### src/design/assert_macros.svh
// Assertion helpers. Each use checks a property on the rising edge of clk,
// masked while rst_n is low.
`ifndef ASSERT_MACROS_SVH
`define ASSERT_MACROS_SVH

// The consequent must hold in the same cycle as the antecedent.
`define ASSERT_HOLDS(name, ante, cons) \
  name: assert property (@(posedge clk) disable iff (!rst_n) (ante) |-> (cons)) \
    else $error("assertion failed");

// The consequent must hold in the cycle after the antecedent.
`define ASSERT_NEXT(name, ante, cons) \
  name: assert property (@(posedge clk) disable iff (!rst_n) (ante) |=> (cons)) \
    else $error("assertion failed");

`endif

### src/design/mcas_pkg.sv
`default_nettype none

package mcas_pkg;

  // Width of the person count register and of counters that can hold the count.
  localparam int unsigned N_W        = 4;
  // Fixed widths of the word fields.
  localparam int unsigned IN_COST_W  = 16;
  localparam int unsigned OUT_IDX_W  = 3;
  localparam int unsigned OUT_COST_W = 19;
  // Person count after reset.
  localparam logic [N_W-1:0] PERSONS_RESET = 4'd4;

  typedef enum logic {
    CMD_WRITE = 1'b0,
    CMD_RUN   = 1'b1
  } cmd_t;

  typedef enum logic [1:0] {
    TS_IDLE,
    TS_RUN,
    TS_EMIT
  } top_state_t;

  typedef enum logic [2:0] {
    SR_IDLE,
    SR_STEP,
    SR_SWAP,
    SR_UP,
    SR_EVAL,
    SR_DRAIN,
    SR_CMP,
    SR_DONE
  } srch_state_t;

  // Request from the front end to the search engine.
  typedef struct packed {
    logic           start;
    logic [N_W-1:0] n;
  } srch_req_t;

endpackage

`default_nettype wire

### src/design/mcas_cost_mem.sv
`default_nettype none

// Cost matrix store: one write port, one read port, registered read data.
module mcas_cost_mem #(
  parameter int unsigned DEPTH = 64,
  parameter int unsigned WIDTH = 16,
  localparam int unsigned AW = (DEPTH > 1) ? $clog2(DEPTH) : 1
) (
  input  wire logic             clk,
  input  wire logic             we,
  input  wire logic [AW-1:0]    waddr,
  input  wire logic [WIDTH-1:0] wdata,
  input  wire logic [AW-1:0]    raddr,
  output logic      [WIDTH-1:0] rdata
);

  logic [WIDTH-1:0] mem [DEPTH];

  always_ff @(posedge clk) begin
    if (we) begin
      mem[waddr] <= wdata;
    end
    rdata <= mem[raddr];
  end

endmodule

`default_nettype wire

### src/design/mcas_search.sv
`default_nettype none
`include "assert_macros.svh"

// Permutation walker and cost evaluator. The permutation and the per-level
// swap positions sit in small register files, each read at one place a cycle.
module mcas_search import mcas_pkg::*; #(
  parameter int unsigned MAX_PERSONS = 8,
  parameter int unsigned COST_BITS   = 16,
  localparam int unsigned PW    = (MAX_PERSONS > 1) ? $clog2(MAX_PERSONS) : 1,
  localparam int unsigned DEPTH = MAX_PERSONS * MAX_PERSONS,
  localparam int unsigned AW    = (DEPTH > 1) ? $clog2(DEPTH) : 1,
  localparam int unsigned SUM_W = COST_BITS + 4
) (
  input  wire logic                 clk,
  input  wire logic                 rst_n,
  input  wire srch_req_t            req,
  output logic      [AW-1:0]        raddr,
  input  wire logic [COST_BITS-1:0] rdata,
  output logic                      done,
  output logic      [PW-1:0]        best_perm_o [MAX_PERSONS],
  output logic      [SUM_W-1:0]     best_cost_o
);

  srch_state_t      st_r, st_nxt;
  logic [PW-1:0]    perm_r [MAX_PERSONS];
  logic [PW-1:0]    perm_nxt [MAX_PERSONS];
  logic [N_W-1:0]   lp_r [MAX_PERSONS];
  logic [N_W-1:0]   lp_nxt [MAX_PERSONS];
  logic [PW-1:0]    best_perm_r [MAX_PERSONS];
  logic [PW-1:0]    best_perm_nxt [MAX_PERSONS];
  logic [PW-1:0]    level_r, level_nxt;
  logic [N_W-1:0]   n_r, n_nxt;
  logic [PW-1:0]    tmp_r, tmp_nxt;
  logic [PW-1:0]    swap_a_r, swap_a_nxt;
  logic [PW-1:0]    swap_b_r, swap_b_nxt;
  logic [PW-1:0]    p_r, p_nxt;
  logic [SUM_W-1:0] acc_r, acc_nxt;
  logic [SUM_W-1:0] best_r, best_nxt;
  logic             best_vld_r, best_vld_nxt;
  logic             rd_vld_r, rd_vld_nxt;

  logic [PW-1:0]    lp_idx;
  logic [N_W-1:0]   lp_rd;
  logic [PW-1:0]    perm_idx;
  logic [PW-1:0]    perm_rd;

  // One read of each register file per cycle.
  assign lp_idx = (st_r == SR_UP) ? level_r - PW'(1) : level_r;
  assign lp_rd  = lp_r[lp_idx];

  always_comb begin
    unique case (st_r)
      SR_STEP, SR_UP: perm_idx = PW'(lp_rd);
      SR_SWAP:        perm_idx = swap_b_r;
      default:        perm_idx = p_r;
    endcase
  end

  assign perm_rd = perm_r[perm_idx];
  assign raddr   = AW'(p_r) * AW'(MAX_PERSONS) + AW'(perm_rd);

  always_comb begin
    st_nxt        = st_r;
    perm_nxt      = perm_r;
    lp_nxt        = lp_r;
    best_perm_nxt = best_perm_r;
    level_nxt     = level_r;
    n_nxt         = n_r;
    tmp_nxt       = tmp_r;
    swap_a_nxt    = swap_a_r;
    swap_b_nxt    = swap_b_r;
    p_nxt         = p_r;
    acc_nxt       = acc_r;
    best_nxt      = best_r;
    best_vld_nxt  = best_vld_r;
    rd_vld_nxt    = 1'b0;

    unique case (st_r)
      SR_IDLE: begin
        if (req.start) begin
          for (int i = 0; i < MAX_PERSONS; i++) begin
            perm_nxt[i] = PW'(i);
          end
          lp_nxt[0]    = '0;
          level_nxt    = '0;
          n_nxt        = req.n;
          best_vld_nxt = 1'b0;
          st_nxt       = SR_STEP;
        end
      end
      SR_STEP: begin
        if (N_W'(level_r) == n_r - N_W'(1)) begin
          // Full permutation reached: sum its costs.
          acc_nxt = '0;
          p_nxt   = '0;
          st_nxt  = SR_EVAL;
        end else if (lp_rd >= n_r) begin
          st_nxt = SR_UP;
        end else begin
          // Descend: swap position lp[k] into k, open level k+1.
          tmp_nxt                = perm_rd;
          swap_a_nxt             = PW'(lp_rd);
          swap_b_nxt             = level_r;
          level_nxt              = level_r + PW'(1);
          lp_nxt[level_r + PW'(1)] = N_W'(level_r) + N_W'(1);
          st_nxt                 = SR_SWAP;
        end
      end
      SR_SWAP: begin
        perm_nxt[swap_a_r] = perm_rd;
        perm_nxt[swap_b_r] = tmp_r;
        st_nxt             = SR_STEP;
      end
      SR_UP: begin
        if (level_r == '0) begin
          st_nxt = SR_DONE;
        end else begin
          // Return: undo the swap of the level above and advance its position.
          tmp_nxt        = perm_rd;
          swap_a_nxt     = PW'(lp_rd);
          swap_b_nxt     = lp_idx;
          level_nxt      = lp_idx;
          lp_nxt[lp_idx] = lp_rd + N_W'(1);
          st_nxt         = SR_SWAP;
        end
      end
      SR_EVAL: begin
        rd_vld_nxt = 1'b1;
        if (rd_vld_r) begin
          acc_nxt = acc_r + SUM_W'(rdata);
        end
        if (N_W'(p_r) == n_r - N_W'(1)) begin
          st_nxt = SR_DRAIN;
        end else begin
          p_nxt = p_r + PW'(1);
        end
      end
      SR_DRAIN: begin
        acc_nxt = acc_r + SUM_W'(rdata);
        st_nxt  = SR_CMP;
      end
      SR_CMP: begin
        // Less or equal, so a tie goes to the later permutation.
        if (!best_vld_r || acc_r <= best_r) begin
          best_nxt      = acc_r;
          best_vld_nxt  = 1'b1;
          best_perm_nxt = perm_r;
        end
        st_nxt = SR_UP;
      end
      SR_DONE: begin
        st_nxt = SR_IDLE;
      end
      default: begin
        st_nxt = SR_IDLE;
      end
    endcase
  end

  always_ff @(posedge clk) begin
    if (!rst_n) begin
      st_r       <= SR_IDLE;
      best_vld_r <= 1'b0;
      rd_vld_r   <= 1'b0;
    end else begin
      st_r       <= st_nxt;
      best_vld_r <= best_vld_nxt;
      rd_vld_r   <= rd_vld_nxt;
    end
  end

  always_ff @(posedge clk) begin
    perm_r      <= perm_nxt;
    lp_r        <= lp_nxt;
    best_perm_r <= best_perm_nxt;
    level_r     <= level_nxt;
    n_r         <= n_nxt;
    tmp_r       <= tmp_nxt;
    swap_a_r    <= swap_a_nxt;
    swap_b_r    <= swap_b_nxt;
    p_r         <= p_nxt;
    acc_r       <= acc_nxt;
    best_r      <= best_nxt;
  end

  assign done        = (st_r == SR_DONE);
  assign best_perm_o = best_perm_r;
  assign best_cost_o = best_r;

  `ASSERT_HOLDS(a_level_in_range, st_r != SR_IDLE, N_W'(level_r) < n_r)
  `ASSERT_HOLDS(a_eval_row_in_range, st_r == SR_EVAL, N_W'(p_r) < n_r)
  `ASSERT_HOLDS(a_swap_order, st_r == SR_SWAP, swap_a_r >= swap_b_r && N_W'(swap_a_r) < n_r)

endmodule

`default_nettype wire

### src/design/min_cost_assignment_search.sv
// Cost write words are taken one per cycle while no run is in progress and give
// no result. A run word occupies the block while it walks the search tree and
// sums each leaf through the one read port of the cost memory; n result words
// then follow.
// Reset (rst_n low, synchronous) clears control state and sets the person
// count to four; the cost store is not cleared and must be written before use.
`default_nettype none
`include "assert_macros.svh"

// Exhaustive minimum-cost assignment search. Write words fill the cost matrix
// held in a synchronous memory; a run word walks every permutation of jobs in
// swap order, sums each one by reading one cost entry per cycle, and keeps the
// cheapest (a tie goes to the later permutation). The result words then leave
// through an output register, one per person. Input is held off while a run
// and its output are in progress, so memory writes never meet search reads.
module min_cost_assignment_search import mcas_pkg::*; #(
  parameter int unsigned MAX_PERSONS = 8,
  parameter int unsigned COST_BITS   = 16
) (
  input  wire logic                  clk,
  input  wire logic                  rst_n,
  input  wire logic                  in_valid,
  output logic                       in_ready,
  input  wire logic                  in_command,
  input  wire logic [OUT_IDX_W-1:0]  in_person,
  input  wire logic [OUT_IDX_W-1:0]  in_job,
  input  wire logic [IN_COST_W-1:0]  in_cost,
  output logic                       out_valid,
  input  wire logic                  out_ready,
  output logic      [OUT_IDX_W-1:0]  out_person_out,
  output logic      [OUT_IDX_W-1:0]  out_assigned_job,
  output logic      [OUT_COST_W-1:0] out_total_cost,
  output logic                       out_last_of_run,
  input  wire logic                  cfg_valid,
  output logic                       cfg_ready,
  input  wire logic [N_W-1:0]        cfg_data
);

  localparam int unsigned PW    = (MAX_PERSONS > 1) ? $clog2(MAX_PERSONS) : 1;
  localparam int unsigned DEPTH = MAX_PERSONS * MAX_PERSONS;
  localparam int unsigned AW    = (DEPTH > 1) ? $clog2(DEPTH) : 1;
  localparam int unsigned SUM_W = COST_BITS + 4;

  top_state_t            state_r, state_nxt;
  logic [N_W-1:0]        persons_r;
  logic [N_W-1:0]        n_act;
  logic [N_W-1:0]        n_r, n_nxt;
  logic [N_W-1:0]        emit_r, emit_nxt;
  logic                  out_valid_r, out_valid_nxt;
  logic [OUT_IDX_W-1:0]  out_person_r, out_person_nxt;
  logic [OUT_IDX_W-1:0]  out_job_r, out_job_nxt;
  logic [OUT_COST_W-1:0] out_cost_r, out_cost_nxt;
  logic                  out_last_r, out_last_nxt;

  logic                  in_fire;
  logic                  mem_we;
  logic [AW-1:0]         mem_waddr;
  logic [COST_BITS-1:0]  mem_wdata;
  logic [AW-1:0]         mem_raddr;
  logic [COST_BITS-1:0]  mem_rdata;
  srch_req_t             srch_req;
  logic                  srch_done;
  logic [PW-1:0]         best_perm [MAX_PERSONS];
  logic [SUM_W-1:0]      best_cost;

  // The person count register takes a write whenever one is offered.
  assign cfg_ready = 1'b1;

  always_ff @(posedge clk) begin
    if (!rst_n) begin
      persons_r <= PERSONS_RESET;
    end else if (cfg_valid) begin
      persons_r <= cfg_data;
    end
  end

  // Zero counts as one person, anything above the matrix size as the full size.
  always_comb begin
    if (persons_r == '0) begin
      n_act = N_W'(1);
    end else if (persons_r > N_W'(MAX_PERSONS)) begin
      n_act = N_W'(MAX_PERSONS);
    end else begin
      n_act = persons_r;
    end
  end

  assign in_ready = (state_r == TS_IDLE);
  assign in_fire  = in_valid && in_ready;

  // A write outside the matrix is dropped.
  assign mem_we    = in_fire && (in_command == CMD_WRITE) &&
                     (N_W'(in_person) < N_W'(MAX_PERSONS)) &&
                     (N_W'(in_job) < N_W'(MAX_PERSONS));
  assign mem_waddr = AW'(in_person) * AW'(MAX_PERSONS) + AW'(in_job);
  assign mem_wdata = COST_BITS'(in_cost);

  assign srch_req.start = in_fire && (in_command == CMD_RUN);
  assign srch_req.n     = n_act;

  mcas_cost_mem #(
    .DEPTH (DEPTH),
    .WIDTH (COST_BITS)
  ) u_cost_mem (
    .clk   (clk),
    .we    (mem_we),
    .waddr (mem_waddr),
    .wdata (mem_wdata),
    .raddr (mem_raddr),
    .rdata (mem_rdata)
  );

  mcas_search #(
    .MAX_PERSONS (MAX_PERSONS),
    .COST_BITS   (COST_BITS)
  ) u_search (
    .clk         (clk),
    .rst_n       (rst_n),
    .req         (srch_req),
    .raddr       (mem_raddr),
    .rdata       (mem_rdata),
    .done        (srch_done),
    .best_perm_o (best_perm),
    .best_cost_o (best_cost)
  );

  // Front-end sequencer and the output register. A new word is loaded when
  // the register is empty or its word is taken in the same cycle.
  always_comb begin
    state_nxt      = state_r;
    n_nxt          = n_r;
    emit_nxt       = emit_r;
    out_valid_nxt  = out_valid_r && !out_ready;
    out_person_nxt = out_person_r;
    out_job_nxt    = out_job_r;
    out_cost_nxt   = out_cost_r;
    out_last_nxt   = out_last_r;

    unique case (state_r)
      TS_IDLE: begin
        if (srch_req.start) begin
          n_nxt     = n_act;
          state_nxt = TS_RUN;
        end
      end
      TS_RUN: begin
        if (srch_done) begin
          emit_nxt  = '0;
          state_nxt = TS_EMIT;
        end
      end
      TS_EMIT: begin
        if (!out_valid_r || out_ready) begin
          out_valid_nxt  = 1'b1;
          out_person_nxt = OUT_IDX_W'(emit_r);
          out_job_nxt    = OUT_IDX_W'(best_perm[PW'(emit_r)]);
          out_cost_nxt   = OUT_COST_W'(best_cost);
          out_last_nxt   = (emit_r == n_r - N_W'(1));
          if (emit_r == n_r - N_W'(1)) begin
            emit_nxt  = '0;
            state_nxt = TS_IDLE;
          end else begin
            emit_nxt = emit_r + N_W'(1);
          end
        end
      end
      default: begin
        state_nxt = TS_IDLE;
      end
    endcase
  end

  always_ff @(posedge clk) begin
    if (!rst_n) begin
      state_r     <= TS_IDLE;
      emit_r      <= '0;
      out_valid_r <= 1'b0;
    end else begin
      state_r     <= state_nxt;
      emit_r      <= emit_nxt;
      out_valid_r <= out_valid_nxt;
    end
  end

  always_ff @(posedge clk) begin
    n_r          <= n_nxt;
    out_person_r <= out_person_nxt;
    out_job_r    <= out_job_nxt;
    out_cost_r   <= out_cost_nxt;
    out_last_r   <= out_last_nxt;
  end

  assign out_valid        = out_valid_r;
  assign out_person_out   = out_person_r;
  assign out_assigned_job = out_job_r;
  assign out_total_cost   = out_cost_r;
  assign out_last_of_run  = out_last_r;

  `ASSERT_HOLDS(a_done_in_run, srch_done, state_r == TS_RUN)
  `ASSERT_HOLDS(a_idle_emit_clear, state_r == TS_IDLE, emit_r == '0)
  `ASSERT_HOLDS(a_no_write_busy, mem_we, state_r == TS_IDLE)

endmodule

`default_nettype wire

### config.mk
export PLATFORM = sky130hd
export DESIGN_NAME = min_cost_assignment_search
export DESIGN_NICKNAME = d
export VERILOG_FILES = /design/src/design/mcas_pkg.sv /design/src/design/mcas_cost_mem.sv /design/src/design/mcas_search.sv /design/src/design/min_cost_assignment_search.sv
export VERILOG_INCLUDE_DIRS = /design/src /design/src/design
export SDC_FILE = /design/constraint.sdc
export NUM_CORES = 2
export LEC_CHECK = 0
export BUFFER_PORTS_ARGS = -buffer_cell sky130_fd_sc_hd__buf_2
export CAP_MARGIN = 20
export CORE_MARGIN = 3
export CORE_UTILIZATION = 55
export CTS_BUF_LIST = sky130_fd_sc_hd__clkbuf_16
export DETAILED_ROUTE_END_ITERATION = 6
export GPL_TIMING_DRIVEN = 0
export PLACE_DENSITY = 0.71
export REMOVE_ABC_BUFFERS = 1
export SLEW_MARGIN = 20
export SYNTH_ARGS = -nofsm -noshare
export SYNTH_HDL_FRONTEND = slang
export SYNTH_HIERARCHICAL = 1
export SYNTH_SLANG_ARGS = --single-unit
### constraint.sdc
create_clock -name clk -period 17.2 [get_ports clk]
set_input_delay 1.72 -clock clk [delete_from_list [all_inputs] [get_ports clk]]
set_output_delay 1.72 -clock clk [all_outputs]
set_load 0.01 [all_outputs]
==> metrics.yaml <==
status: "finished clean"
ys_seq_elements: 1225
p_sw_mw: 1.54
die_h_um: 309
max_freq_mhz: 114
viasPerCell: 6.39
crit_type: "reg -> reg"
clockPowerShare: 0.376
crit_path_frequent_cell: "buf_16"
critPathMaxFanout: 58
worstPathCellList: "clkinv_1 > ha_1 > nand4b_1 > a211oi_1 > mux2i_1 > and2_2 > o21ai_2 > mux2i_1 > mux4_2 > inv_8 > buf_16 > buf_16 > buf_16 > buf_16 > mux4_2 > nor2b_1 > a211o_1 > a31oi_1 > a311oi_1"
syn_area_um2: 50400
critical_path_required_ns: 17.69
dpl_worst_slack_ns: 8.39
finalSetupTns_ns: 0
grtUsageTotal: 0.245
drc: 0
finalSetupViolations: 0
cpPeakStageDelay_ns: 1.05
drtIter0Drc: 2985
diodes: 0
area_growth_pct: 12.0
worstPathArrival_ns: 9.22
timing.final.crit_share: 0.508
postCtsSetupBuffers: 0
ios: 61
seq_area_frac_synth: 0.723
clock-sinks: 1225
ir_drop_mv: 0.103
drtAntennaViolNets: 0
final.min_clock_period_ns: 8.73
die_area_um2: 95400
ctsHtreeMaxLevel: 3
syn_avg_cell_area_um2: 18.5
gp_congestion: 0.872
drive_gt1_frac: 0.237
grt_pass1_wl_um: 173000
r2r-start: "u_search/level_r[0]$_SDFFCE_PP0P_"
post-route-util: 0.625
hold_buffers: 0
combPwrFrac: 0.117
hold_depth: 0
hold_viol_final: 0
grt_pass1_vias: 26700
start_util: 0.558
p_per_area_nw_per_um2: 116
placementRows: 110
reg2reg_slack_ns: 8.47
wire_per_inst_um: 27.7
rsz0062_at_grt: "no"
synthArstFlopShare: 0
fin_ws_ns: 8.47
seqPwrFrac: 0.507
relSlewSlack: 0.271
cp_slowest_cell: "ha_1"
grt_max_degree: 97
place_hpwl_um: 71900
coreArea_um2: 90400
switching_share: 0.235
p_int_mw: 5.01
num_vias: 26400
maxCapViolations: 0
antenna_found_initial: 4
yosys_most_used_dff: "edfxtp_1"
tritoncts: "done"
yosysWarnings: 6
rr_endpoint: "u_cost_mem/rdata[0]$_DFF_P_"
clk_latency_ns: 0.70
worst-slew-pin-transition_ns: 1.09
cts.clk_slew.worst_paths_ns: 0.06
dr.pass1.iters: 5
io_buffers: 59
nets: 2936
min_path_type: "reg -> reg"
cp-start-kind: "flip-flop"
cp-end-kind: "flip-flop"
min_to: "out_total_cost[9]$_DFFE_PP_"
p_leak_nw: 18.8
slew_violations: 0
skew_ns: 0.0378
rr_worst_depth: 19
cts-root-buf: "clkbuf_16"
hp-start: "u_search/best_cost_o[9]$_DFFE_PP_"
cts_resized: 0
synth_top_area_cell: "edfxtp_1"
netlist-cell-type-count: 110
clk_path_buf_depth: 3
synth_cells: 2731
synth_top_area_frac: 0.710
die_w_um: 309
cts_buffers: 119
synth_area_leaders: "edfxtp_1 (71%), mux4_2 (11%), mux2i_1 (2.1%), dfxtp_1 (1.3%), ha_1 (1.2%)"
finalWirelength_um: 114000
synth-edff-count: 1193
overflow: 0
synthesized netlist by cell type (38+ instances only):
cell type  instances
mux2i_1          108
edfxtp_1        1193
nor2b_1           44
clkbuf_1          43
a21oi_1           57
nand3_1           38
mux4_2           238
buf_2             43
inv_1             59
a22oi_1           51
ha_1              48
nor2_1           157
nand2_1          126
area by class of cell:
| class | count | area [µm²] |
|---|---|---|
| multi-input combinational | 1294 | 12900 |
| timing repair buffer | 148 | 1620 |
| clock buffer | 121 | 3030 |
| tap | 1176 | 1470 |
| sequential | 1225 | 36500 |
| fill | 6101 | 34000 |
| inverter | 67 | 288 |
| clock inverter | 100 | 681 |
worst max-delay path by stage:
stage | from | to | depth (start not counted)
floorplan | u_search/level_r[0]$_SDFFCE_PP0P_ | u_cost_mem/rdata[0]$_DFF_P_ | 15
global placement | u_search/level_r[0]$_SDFFCE_PP0P_ | u_cost_mem/rdata[15]$_DFF_P_ | 14
detailed placement | u_search/level_r[0]$_SDFFCE_PP0P_ | u_cost_mem/rdata[0]$_DFF_P_ | 19
CTS | u_search/level_r[0]$_SDFFCE_PP0P_ | u_cost_mem/rdata[0]$_DFF_P_ | 19
global route | u_search/level_r[0]$_SDFFCE_PP0P_ | u_cost_mem/rdata[15]$_DFF_P_ | 19
finish | u_search/level_r[0]$_SDFFCE_PP0P_ | u_cost_mem/rdata[0]$_DFF_P_ | 19
per-stage QoR:
stage / hold slack [ns] / instances / instance area (µm²) / power [mW]
2_1_floorplan: 0.426 / 2586 / 49400 / 3.93
3_3_place_gp: 0.431 / 3821 / 51200 / 4.20
3_5_place_dp: 0.434 / 3910 / 52800 / 4.15
4_1_cts: 0.449 / 4131 / 56500 / 6.59
5_1_grt: 0.461 / 4131 / 56500 / 6.76
6_report: 0.443 / 4131 / 56500 / 6.54
worst max-delay path, delay by kind of cell, from the launching register on:
family	cells	cell delay [ns]
compound gates	5	1.83
simple gates	3	0.89
flops	1	0.71
mux	4	1.65
fa+ha+maj	1	1.05
buf+inv	6	2.21
power by group through the flow:
stage	clock network, mW	registers (mW)	logic (mW)
after floorplan	0	3.37	0.560
after global placement	0	3.39	0.816
after detailed placement	0	3.38	0.763
after CTS	2.50	3.32	0.767
after global routing	2.62	3.32	0.819
final	2.46	3.32	0.765
registers in the layout (all words and copies together), names as in the netlist, 4 cells and up:
signal / count
u_cost_mem/mem: 1024
persons_r: 4
u_cost_mem/rdata: 16
u_search/best_cost_o: 20
u_search/best_perm_o: 24
n_r: 4
out_total_cost: 19
u_search/acc_r: 20
u_search/lp_r: 32
u_search/perm_r: 24
u_search/n_r: 4
emit_r: 4
per-layer routing:
layer	wire (µm)	share of wire	vias to the layer above	track usage
li1	-	-	11300	-
met1	45700	0.40	13700	0.344
met2	56300	0.49	1208	0.402
met3	8950	0.078	201	0.0411
met4	3320	0.029	0	0.0692
met5	0	0	-	0
cell families (layout without fill, tap and decap cells):
family / after synthesis / in the layout / synth area share
adders and majority gates: 49 / 49 / 0.0123
AOI/OAI and AO/OA: 317 / 317 / 0.0444
DFF: 1225 / 1225 / 0.723
other: 1 / 1 / 0.0000743
xor gates and xnor gates: 32 / 32 / 0.00635
and+or+nand+nor: 509 / 509 / 0.0500
buffers and inverters: 212 / 436 / 0.0253
muxes: 386 / 386 / 0.139
cells in the final DEF (no fill, tap or decap), types with 17 or more instances in the layout:
cell / synthesis / layout
mux2i_1: 108 / 108
nor2_2: 3 / 66
edfxtp_1: 1193 / 1193
mux4_2: 238 / 238
buf_2: 43 / 45
a22oi_1: 51 / 51
clkbuf_16: 0 / 121
nor2_1: 157 / 93
buf_4: 14 / 18
nand4_1: 26 / 26
nand3_1: 38 / 38
a21oi_1: 57 / 56
o21ai_1: 19 / 19
dfxtp_1: 32 / 32
o21ai_0: 29 / 29
clkinv_1: 1 / 29
nor3_1: 29 / 25
xnor2_1: 17 / 17
clkinv_2: 0 / 25
mux2_2: 31 / 31
nor2b_1: 44 / 40
buf_8: 3 / 35
nand2_1: 126 / 126
buf_6: 23 / 39
inv_1: 59 / 87
ha_1: 48 / 48
No activity file was read; power rests on OpenSTA's default activity.
